==> src/design/jpgs_pkg.sv <==
// ----------------------------------------------------------------------------
// jpgs_pkg
// Shared types and constants of the Jacobi five-point Poisson grid solver:
// transaction payloads, register indexes, controller states and the command
// and status groups between controller and datapath.
// ----------------------------------------------------------------------------
package jpgs_pkg;

   // Request actions
   typedef enum logic [1:0] {
      ACTION_LOAD  = 2'd0,
      ACTION_SOLVE = 2'd1,
      ACTION_READ  = 2'd2
   } action_type;

   // Configuration register indexes
   localparam int CSR_INDEX_W = 2;
   localparam logic [CSR_INDEX_W-1:0] CSR_GRID_SIZE  = 2'd0;
   localparam logic [CSR_INDEX_W-1:0] CSR_MESH_STEP  = 2'd1;
   localparam logic [CSR_INDEX_W-1:0] CSR_MAX_ITER   = 2'd2;
   localparam logic [CSR_INDEX_W-1:0] CSR_TOLERANCE  = 2'd3;

   // Register reset values
   localparam logic [6:0]  GRID_SIZE_RESET = 7'd64;
   localparam logic [15:0] MESH_STEP_RESET = 16'd1040;
   localparam logic [15:0] MAX_ITER_RESET  = 16'd1000;
   localparam logic [30:0] TOLERANCE_RESET = 31'd66;

   // Largest reportable error norm
   localparam logic [30:0] ERROR_MAX = 31'h7FFF_FFFF;

   typedef struct packed {
      action_type         action;
      logic [11:0]        point_index;
      logic signed [31:0] start_value;
      logic signed [31:0] rhs_value;
      logic signed [31:0] exact_value;
   } req_type;

   typedef struct packed {
      logic signed [31:0] point_value;
      logic [15:0]        iterations;
      logic               converged;
      logic [30:0]        final_error;
   } rsp_type;

   typedef enum logic [3:0] {
      ST_IDLE,
      ST_READ,
      ST_COPY,
      ST_LOOP,
      ST_SWEEP,
      ST_NORM,
      ST_SQRT,
      ST_ERR,
      ST_ESQRT,
      ST_RESP
   } state_type;

   typedef struct packed {
      logic load_write;
      logic read_issue;
      logic res_clear;
      logic res_point;
      logic res_solve;
      logic solve_setup;
      logic pass_start;
      logic pass_exact;
      logic sweep_start;
      logic sqrt_start;
      logic iter_inc;
      logic conv_mark;
      logic out_load;
   } ctl_cmd_type;

   typedef struct packed {
      logic pass_busy;
      logic sweep_busy;
      logic sqrt_busy;
      logic limit_hit;
      logic below_tol;
   } dp_status_type;

endpackage

==> src/design/jpgs_ctrl.sv <==
// ----------------------------------------------------------------------------
// jpgs_ctrl
// Controller of the grid solver: sequences load, read and solve
// transactions and owns the result valid flag.
// ----------------------------------------------------------------------------
module jpgs_ctrl (
   input  logic                    clock,
   input  logic                    reset,
   input  logic                    req_valid,
   output logic                    req_ready,
   input  jpgs_pkg::action_type    req_action,
   output logic                    rsp_valid,
   input  logic                    rsp_ready,
   input  jpgs_pkg::dp_status_type sts,
   output jpgs_pkg::ctl_cmd_type   cmd
);

   jpgs_pkg::state_type state_ff, state_in;
   logic                rsp_valid_ff, rsp_valid_in;
   logic                out_free;

   assign out_free  = !rsp_valid_ff || rsp_ready;
   assign req_ready = (state_ff == jpgs_pkg::ST_IDLE);
   assign rsp_valid = rsp_valid_ff;

   // Next state
   always_comb begin
      state_in = state_ff;
      unique case (state_ff)
         jpgs_pkg::ST_IDLE: begin
            if (req_valid) begin
               case (req_action)
                  jpgs_pkg::ACTION_SOLVE: state_in = jpgs_pkg::ST_COPY;
                  jpgs_pkg::ACTION_READ:  state_in = jpgs_pkg::ST_READ;
                  default:                state_in = jpgs_pkg::ST_RESP;
               endcase
            end
         end
         jpgs_pkg::ST_READ:  state_in = jpgs_pkg::ST_RESP;
         jpgs_pkg::ST_COPY: begin
            if (!sts.pass_busy) state_in = jpgs_pkg::ST_LOOP;
         end
         jpgs_pkg::ST_LOOP: begin
            state_in = sts.limit_hit ? jpgs_pkg::ST_ERR : jpgs_pkg::ST_SWEEP;
         end
         jpgs_pkg::ST_SWEEP: begin
            if (!sts.sweep_busy) state_in = jpgs_pkg::ST_NORM;
         end
         jpgs_pkg::ST_NORM: begin
            if (!sts.pass_busy) state_in = jpgs_pkg::ST_SQRT;
         end
         jpgs_pkg::ST_SQRT: begin
            if (!sts.sqrt_busy) begin
               state_in = sts.below_tol ? jpgs_pkg::ST_ERR : jpgs_pkg::ST_LOOP;
            end
         end
         jpgs_pkg::ST_ERR: begin
            if (!sts.pass_busy) state_in = jpgs_pkg::ST_ESQRT;
         end
         jpgs_pkg::ST_ESQRT: begin
            if (!sts.sqrt_busy) state_in = jpgs_pkg::ST_RESP;
         end
         jpgs_pkg::ST_RESP: begin
            if (out_free) state_in = jpgs_pkg::ST_IDLE;
         end
         default: state_in = jpgs_pkg::ST_IDLE;
      endcase
   end

   // Commands
   always_comb begin
      cmd = '0;
      unique case (state_ff)
         jpgs_pkg::ST_IDLE: begin
            if (req_valid) begin
               case (req_action)
                  jpgs_pkg::ACTION_LOAD: begin
                     cmd.load_write = 1'b1;
                     cmd.res_clear  = 1'b1;
                  end
                  jpgs_pkg::ACTION_SOLVE: begin
                     cmd.solve_setup = 1'b1;
                     cmd.pass_start  = 1'b1;
                  end
                  jpgs_pkg::ACTION_READ: cmd.read_issue = 1'b1;
                  default:               cmd.res_clear  = 1'b1;
               endcase
            end
         end
         jpgs_pkg::ST_READ: cmd.res_point = 1'b1;
         jpgs_pkg::ST_COPY: ;
         jpgs_pkg::ST_LOOP: begin
            if (sts.limit_hit) begin
               cmd.pass_start = 1'b1;
               cmd.pass_exact = 1'b1;
            end else begin
               cmd.sweep_start = 1'b1;
            end
         end
         jpgs_pkg::ST_SWEEP: cmd.pass_start = !sts.sweep_busy;
         jpgs_pkg::ST_NORM:  cmd.sqrt_start = !sts.pass_busy;
         jpgs_pkg::ST_SQRT: begin
            if (!sts.sqrt_busy) begin
               if (sts.below_tol) begin
                  cmd.conv_mark  = 1'b1;
                  cmd.pass_start = 1'b1;
                  cmd.pass_exact = 1'b1;
               end else begin
                  cmd.iter_inc = 1'b1;
               end
            end
         end
         jpgs_pkg::ST_ERR:   cmd.sqrt_start = !sts.pass_busy;
         jpgs_pkg::ST_ESQRT: cmd.res_solve  = !sts.sqrt_busy;
         jpgs_pkg::ST_RESP:  cmd.out_load   = out_free;
         default: ;
      endcase
   end

   // Hold the result valid until the transaction is taken
   always_comb begin
      rsp_valid_in = rsp_valid_ff;
      if (cmd.out_load) begin
         rsp_valid_in = 1'b1;
      end else if (rsp_ready) begin
         rsp_valid_in = 1'b0;
      end
   end

   always_ff @(posedge clock) begin
      if (reset) begin
         state_ff     <= jpgs_pkg::ST_IDLE;
         rsp_valid_ff <= 1'b0;
      end else begin
         state_ff     <= state_in;
         rsp_valid_ff <= rsp_valid_in;
      end
   end

endmodule

==> config.mk <==
export PLATFORM = sky130hd
export DESIGN_NAME = jpgs_ctrl
export DESIGN_NICKNAME = d
export VERILOG_FILES = /design/src/design/jpgs_pkg.sv /design/src/design/jpgs_ctrl.sv
export SDC_FILE = /design/constraint.sdc
export NUM_CORES = 1
export LEC_CHECK = 0
export CELL_PAD_IN_SITES_DETAIL_PLACEMENT = 1
export CELL_PAD_IN_SITES_GLOBAL_PLACEMENT = 1
export CORE_AREA = 3 3 43 45
export CTS_CLUSTER_SIZE = 12
export DETAILED_ROUTE_END_ITERATION = 8
export DIE_AREA = 0 0 46 48
export DONT_BUFFER_PORTS = 1
export GPL_ROUTABILITY_DRIVEN = 0
export PLACE_DENSITY_LB_ADDON = 0.2
export SLEW_MARGIN = 20
export SYNTH_ARGS = -nofsm -noshare
export SYNTH_HDL_FRONTEND = slang
export SYNTH_SLANG_ARGS = --single-unit
==> constraint.sdc <==
create_clock -name clock -period 1.9 [get_ports clock]
set_clock_uncertainty 0.05 [all_clocks]
set_input_delay 0.38 -clock clock [delete_from_list [all_inputs] [get_ports clock]]
set_output_delay 0.38 -clock clock [all_outputs]
set_load 0.02 [all_outputs]
==> reports/metrics.yaml, run 1 <==
p_leak_nw: 0.374
drtPass1Iterations: 4
fp-row-count: 14
start_util_pct: 42.4
grt_max_degree: 10
clock.fmax_mhz: 530
wl_per_cell_um: 18.4
cts_hold_buffers: 0
critPathKind: "register to primary output"
core_um2: 1510
worstSkewPairLatency_ns: 0.25
drtIter0Drc: 7
cp-start-kind: "register"
ys_seq_area_share_pct: 15.7
yosysWarnings: 0
power-per-cell-area_nw_per_um2: 1370
synth-edff-count: 0
endpoint_kind: "primary output"
dp_hpwl_um: 1540
peakVddDrop_v: 0.000569
ioPinCount: 26
antenna_found_initial: 0
r2r_slack_ns: 0.25
final-setup-viol-count: 0
hold_viol: 0
syn-mean-instance-area_um2: 7.98
die_height_um: 48
grt_pass1_vias: 653
grtUsageTotal_pct: 19.7
cpLargestDelayFamily: "simple AND/OR/NAND/NOR gates"
maxSlewViolCount: 0
status: "completed"
clockRootBuffer: "clkbuf_4"
num-fill-cells: 191
cp_num_buf_inv: 0
clkTransAtPathRegs_ns: 0.05
worstPathMaxFanout: 4
cts_sinks: 5
ys_seq_elements: 5
startpoint: "state_ff[1]"
syn_to_final_growth_pct: 35.9
final_cell_area_um2: 867
r2r_end: "state_ff[3]"
drcViolationCount: 0
drive_above_1_share_pct: 42.4
period_share_pct: 99.3
r2r_cells: 5
crit_chain: "or2_4, nor3_4, and3_2, or3_4"
syn-num-nets: 95
cpPeakStageDelay_ns: 0.41
drv_cap: 0
nNetsFinal: 115
cts_max_path_buffers: 2
portBuffers: 0
async_flop_share_pct: 0
detail-route-antenna-nets: 0
dieArea_um2: 2210
crit_slowest_cell: "or3_4"
period_needed_ns: 1.89
total_power_mw: 1.19
maxSlewHeadroom_pct: 74.2
grt-ovfl-total: 0
crit_arrival_ns: 1.46
die_x_um: 46
synth_cell_type_count: 36
antenna_cells: 0
worstMarginPinSlew_ns: 0.386
cp.depth: 4
routed_via_density: 5.77
ys.flop_type: "dfxtp_1"
cp.required_ns: 1.47
grt_pass1_wl_um: 3090
cts_buffers: 3
r2r-start: "state_ff[2]"
final_cells: 115
routed_wl_um: 2110
netlist_instances: 80
rsz0062_at_grt: "yes"
syn_area_um2: 638
placed_cells: 110
h-tree-depth: 1
placed_area_um2: 800
cts_tree: "yes"
vias: 664
endpoint: "cmd[6]"
min_path_type: "input port to register"
[per-layer routing]
metal / part of all wire [%] / up-vias / GRT usage [%]
li1: - / 326 / -
met1: 38 / 317 / 21.3
met2: 55 / 17 / 39.0
met3: 4.5 / 4 / 1.88
met4: 2.1 / 0 / 6.82
met5: 0 / - / 0
[worst register-to-register path, cell delays in order (launching register included)]
cell,delay (ns)
dfxtp_4,0.42
buf_4,0.18
nand4bb_1,0.19
a2bb2oi_2,0.27
o311ai_4,0.19
a211oi_2,0.26
[registers in the layout, summed over array words and instances (netlist names)]
signal and cells:
rsp_valid 1, state_ff 4
[worst min-delay path by stage]
stage                from          end  slack [ns]  cells after the start
floorplan           reset  state_ff[3]        0.39                      1
global placement    reset  state_ff[3]        0.40                      1
detailed placement  reset  state_ff[3]        0.40                      1
CTS                 reset  state_ff[3]        0.13                      1
global route        reset  state_ff[3]        0.13                      1
finish              reset  state_ff[3]        0.14                      1
[cell families after synthesis]
kind of cell	share of synthesized area, %
and+or+nand+nor	40.6
AOI/OAI and AO/OA	21.4
buffers and inverters	9.80
DFF	15.7
adders and majority gates	7.84
muxes	4.71
[synth_stat cells (all sizes together) (3+ instances only)]
library cell / instances / area (um^2)
nand2: 6 / 22.5
nor4: 3 / 18.8
a21oi: 4 / 20.0
buf: 6 / 47.5
inv: 3 / 11.3
o21ai: 3 / 15.0
nor2: 7 / 26.3
nand2b: 8 / 50.1
dfxtp: 5 / 100
and3: 3 / 18.8
ha: 4 / 50.1
mux2i: 3 / 30.0
[stage by stage]
step | util (%) | hold WS (ns) | setup WS (ns) | TNS [ns]
2_1_floorplan | - | 0.395 | -0.000270 | -0.000270
3_3_place_gp | 53.1 | 0.401 | 0.158 | 0
3_5_place_dp | 53.1 | 0.400 | 0.139 | 0
4_1_cts | 56.1 | 0.130 | 0.0212 | 0
5_1_grt | 57.6 | 0.131 | -0.0427 | -0.0979
6_report | 57.6 | 0.135 | 0.0126 | 0
[area by class of cell]
cell class                      instances  area (um^2)  area share (%)
Multi-Input combinational cell         65          533            61.5
Inverter                                3         11.3            1.30
Timing Repair Buffer                   22          169            19.5
Sequential cell                         5          108            12.4
Clock buffer                            4         26.3            3.03
Tap cell                               16         20.0            2.31
[cells in the final DEF (no fill, tap or decap), drive strengths merged, types with 2 or more instances in the layout]
master,instances
a21oi,4
a31oi,2
nor3,2
nor2b,2
nor4b,2
ha,4
nand3,2
mux2i,3
clkbuf,4
nand4bb,2
nor4,3
and3,3
nand2b,8
nand2,6
inv,3
buf,22
dfxtp,5
o21ai,3
nor2,7
[where the power goes]
group / switching [mW] / leakage [nW] / internal (mW)
clock: 0.0519 / 0.0150 / 0.0799
sequential: 0.0572 / 0.0428 / 0.146
combinational: 0.432 / 0.317 / 0.424
total: 0.541 / 0.374 / 0.650
[what timing repair did]
| item | 4_1_cts | 5_1_grt |
|---|---|---|
| resized for setup | 5 | 4 |
| buffers inserted | 1 | 0 |
| setup endpoints to repair | 4 | 4 |
| pin swaps | 1 | 0 |
| gates cloned | 0 | 0 |
No activity file was read; power rests on OpenSTA's default activity.
==> run 2, diff against run 1 <==
--- a/config.mk
+++ b/config.mk
@@ -13,6 +13,7 @@
 export DIE_AREA = 0 0 46 48
 export DONT_BUFFER_PORTS = 1
 export GPL_ROUTABILITY_DRIVEN = 0
+export MAX_ROUTING_LAYER = met4
 export PLACE_DENSITY_LB_ADDON = 0.2
 export SLEW_MARGIN = 20
 export SYNTH_ARGS = -nofsm -noshare
==> run 2 against run 1 <==
Flip-flop and latch count is the same. Clock power is essentially flat. Via count shrank 0.45%. First-iteration DRC count is the same. Largest cell class unchanged.
==> reports/metrics.yaml, run 2 (synthesized netlist as in run 1, its figures left out) <==
cp-start-kind: "register"
final-setup-viol-count: 0
endpoint_kind: "primary output"
clkTransAtPathRegs_ns: 0.05
status: "completed"
setup_tns_ns: 0
portBuffers: 0
regMostFlops: "state_ff"
rsz0062_at_grt: "yes"
num-fill-cells: 191
crit_slowest_cell: "or3_4"
die_x_um: 46
peakVddDrop_v: 0.000570
crit_chain: "or2_4, nor3_4, and3_2, or3_4"
power-per-cell-area_nw_per_um2: 1370
cts_tree: "yes"
drcViolationCount: 0
crit_arrival_ns: 1.46
antenna_found_initial: 0
preCtsSetupSlack_ns: 0.139
worstMarginPinSlew_ns: 0.387
min_path_type: "input port to register"
layout_commonest_cell: "buf_4"
cp.required_ns: 1.47
cts_sinks: 5
worst_slack_ns: 0.0123
grtUsageTotal_pct: 20.3
maxSlewViolCount: 0
worstPathMaxFanout: 4
grt_pass1_vias: 654
maxSlewHeadroom_pct: 74.2
start_util_pct: 42.4
worstSkewPairLatency_ns: 0.25
die_height_um: 48
detail-route-antenna-nets: 0
routed_wl_um: 2110
grt_pass1_wl_um: 3090
period_share_pct: 99.4
dieArea_um2: 2210
critPathKind: "register to primary output"
cts_buffers: 3
hold_slack_ns: 0.135
routed_via_density: 5.75
drtPass1Iterations: 4
drtIter0Drc: 7
cpPeakStageDelay_ns: 0.41
clock.fmax_mhz: 530
hold_viol: 0
period_needed_ns: 1.89
largest_reg_flops: 4
dp_hpwl_um: 1540
syn_to_final_growth_pct: 35.9
clockRootBuffer: "clkbuf_4"
final_cell_mix: "buf_4 (21), nor2_1 (7), nand2b_1 (6), nand2_1 (6)"
core_um2: 1510
grt-ovfl-total: 0
cts_max_path_buffers: 2
h-tree-depth: 1
antenna_cells: 0
ioPinCount: 26
drv_cap: 0
grt_max_degree: 10
drive_above_1_share_pct: 42.4
wl_per_cell_um: 18.3
nNetsFinal: 115
vias: 661
p_leak_nw: 0.374
fp-row-count: 14
-- run 2: cell counts in the layout (fill, tap and decap cells not counted) --
No cell type changed its count.
-- run 2: critical path: cells and delay by family (launching register included) --
kind	cells	cell delay [ns]
flops	1	0.37
simple gates	4	0.84
-- run 2: worst paths after layout --
path | start | endpoint | slack (ns) | cells after the start
max | state_ff[1] | cmd[6] | 0.01 | 4
min reg2reg | rsp_valid | rsp_valid | 0.62 | 2
max reg2reg | state_ff[2] | state_ff[3] | 0.25 | 5
min | reset | state_ff[3] | 0.14 | 1
-- run 2: power by group --
part | leakage (nW) | total, mW | switching [mW] | internal [mW]
sequential | 0.0428 | 0.203 | 0.0575 | 0.146
combinational | 0.317 | 0.856 | 0.432 | 0.424
clock | 0.0150 | 0.132 | 0.0519 | 0.0799
-- run 2: final cells by class --
cell class              count  area, um^2  share of cell area [%]
inverters                   3        11.3                    1.30
clock buffers               4        26.3                    3.03
well taps                  16        20.0                    2.31
multi-input cells          65         533                    61.5
flip-flops and latches      5         108                    12.4
repair buffers             22         169                    19.5
-- run 2: per-layer routing --
metal / vias to the layer above / wire (um) / GRT usage [%]
li1: 326 / - / -
met1: 314 / 800 / 21.3
met2: 17 / 1170 / 39.0
met3: 4 / 94 / 1.88
met4: 0 / 45 / 6.82
met5: - / 0 / -
-- run 2: timing repair --
action,CTS,global route
gates resized for setup,5,4
hold buffers,0,0
gates cloned,0,0
setup buffers,1,0
endpoints found under the setup margin,4,4
pin swaps,1,0
-- run 2: per-stage QoR --
stage / util [%] / power, mW / cells / instance area (um^2)
final: 57.6 / 1.19 / 115 / 867
after global routing: 57.6 / 1.27 / 115 / 867
after CTS: 56.1 / 1.15 / 115 / 846
after detailed placement: 53.1 / 0.980 / 110 / 800
after global placement: 53.1 / 0.966 / 110 / 800
after floorplan: - / 0.757 / 80 / 673
==> run 3, diff against run 2 <==
--- a/config.mk
+++ b/config.mk
@@ -7,10 +7,10 @@
 export LEC_CHECK = 0
 export CELL_PAD_IN_SITES_DETAIL_PLACEMENT = 1
 export CELL_PAD_IN_SITES_GLOBAL_PLACEMENT = 1
-export CORE_AREA = 3 3 43 45
+export CORE_AREA = 2 2 42 44
 export CTS_CLUSTER_SIZE = 12
 export DETAILED_ROUTE_END_ITERATION = 8
-export DIE_AREA = 0 0 46 48
+export DIE_AREA = 0 0 44 46
 export DONT_BUFFER_PORTS = 1
 export GPL_ROUTABILITY_DRIVEN = 0
 export MAX_ROUTING_LAYER = met4
==> run 3 against run 2 <==
Utilization down 3.1 points. The flow now finishes with violations (negative setup slack). Critical path depth did not move. Via count increased by 0.30%. Setup slack worse by 0.041 ns. Sequential share of layout area shrank 0.18 points. Clock-buffer cell count is the same. Clock power is essentially flat. Largest cell class unchanged. Register-to-register slack got worse by 0.09 ns. Fmax down 2.1%.
==> reports/metrics.yaml, run 3 (synthesized netlist as in run 1, its figures left out) <==
drv_cap: 0
final_cell_mix: "buf_4 (20), nor2_1 (7), nand2b_1 (6), nand2_1 (6)"
failed_checks: "negative setup slack"
routed_via_density: 5.67
antenna_found_initial: 0
nNetsFinal: 116
rsz0062_at_grt: "yes"
status: "finished with violations"
cts_tree: "yes"
maxSlewHeadroom_pct: 74.4
cts_sinks: 5
cts_max_path_buffers: 2
num-fill-cells: 212
min_path_type: "input port to register"
power-per-cell-area_nw_per_um2: 1380
total_power_mw: 1.21
largest_reg_flops: 4
worstPathMaxFanout: 7
drive_above_1_share_pct: 44.0
period_share_pct: 102
hold_viol: 0
endpoint_kind: "primary output"
grt_max_degree: 15
critPathKind: "register to primary output"
drtPass1Iterations: 2
final_cells: 117
grt-ovfl-total: 0
placed_cells: 110
period_needed_ns: 1.93
ioPinCount: 26
final_cell_area_um2: 880
worst_slack_ns: -0.0291
maxSlewViolCount: 0
grtUsageTotal_pct: 20.6
detail-route-antenna-nets: 0
drtIter0Drc: 3
cts_buffers: 3
core_um2: 1610
syn_to_final_growth_pct: 37.8
dp_hpwl_um: 1490
cp.required_ns: 1.47
placed_area_um2: 793
multi_input_area_um2: 529
h-tree-depth: 1
drcViolationCount: 0
fp-row-count: 15
grt_pass1_wl_um: 2950
vias: 663
p_leak_nw: 0.379
worstSkewPairLatency_ns: 0.25
clockRootBuffer: "clkbuf_4"
cp-start-kind: "register"
final_util_pct: 54.5
peakVddDrop_v: 0.000538
start_util_pct: 39.5
setup_tns_ns: -0.0291
clock.fmax_mhz: 518
final-setup-viol-count: 1
dieArea_um2: 2020
wl_per_cell_um: 16.6
hold_slack_ns: 0.143
regMostFlops: "state_ff"
grt_pass1_vias: 615
worstMarginPinSlew_ns: 0.384
antenna_cells: 0
die_x_um: 44
portBuffers: 0
preCtsSetupSlack_ns: 0.138
layout_commonest_cell: "buf_4"
die_height_um: 46
crit_arrival_ns: 1.50
clkTransAtPathRegs_ns: 0.05
regArea_um2: 108
routed_wl_um: 1940
==> run 3: report_power, final <==
part | total [mW] | leakage [nW] | switching, mW | internal [mW]
logic | 0.876 | 0.322 | 0.437 | 0.439
registers | 0.203 | 0.0428 | 0.0550 | 0.148
clock network | 0.130 | 0.0150 | 0.0501 | 0.0799
total | 1.21 | 0.379 | 0.542 | 0.667
==> run 3: final timing paths <==
check	from	endpoint	slack, ns	cells after the start
min reg2reg	state_ff[0]	state_ff[0]	0.50	2
max	state_ff[0]	cmd[6]	-0.03	4
min	reset	state_ff[3]	0.14	1
max reg2reg	state_ff[2]	state_ff[3]	0.16	5
==> run 3: area by class of cell <==
| cell class | count | share of cell area, % |
|---|---|---|
| Sequential cell | 5 | 12.2 |
| Clock buffer | 4 | 2.99 |
| Timing Repair Buffer | 23 | 20.9 |
| Multi-Input combinational cell | 65 | 60.2 |
| Tap cell | 17 | 2.42 |
| Inverter | 3 | 1.28 |
==> run 3: worst max-delay path: stages, from the launching register on <==
cell and delay [ns]:
dfxtp_2 0.39, nand2b_4 0.17, nor4_4 0.05, a41o_1 0.23
or3_4 0.41
==> run 3: repair_timing <==
item	CTS	global route
buffers inserted	0	3
setup endpoints to repair	8	7
gates resized for setup	6	6
hold buffers	0	0
pin swaps	0	3
==> run 3: metal layers <==
| layer | vias to the layer above | track usage, % | part of all wire, % |
|---|---|---|---|
| met2 | 13 | 34.1 | 50 |
| met5 | - | - | 0 |
| met1 | 313 | 27.2 | 46 |
| met4 | 0 | 5.45 | 0.88 |
| met3 | 2 | 1.19 | 2.7 |
| li1 | 335 | - | - |
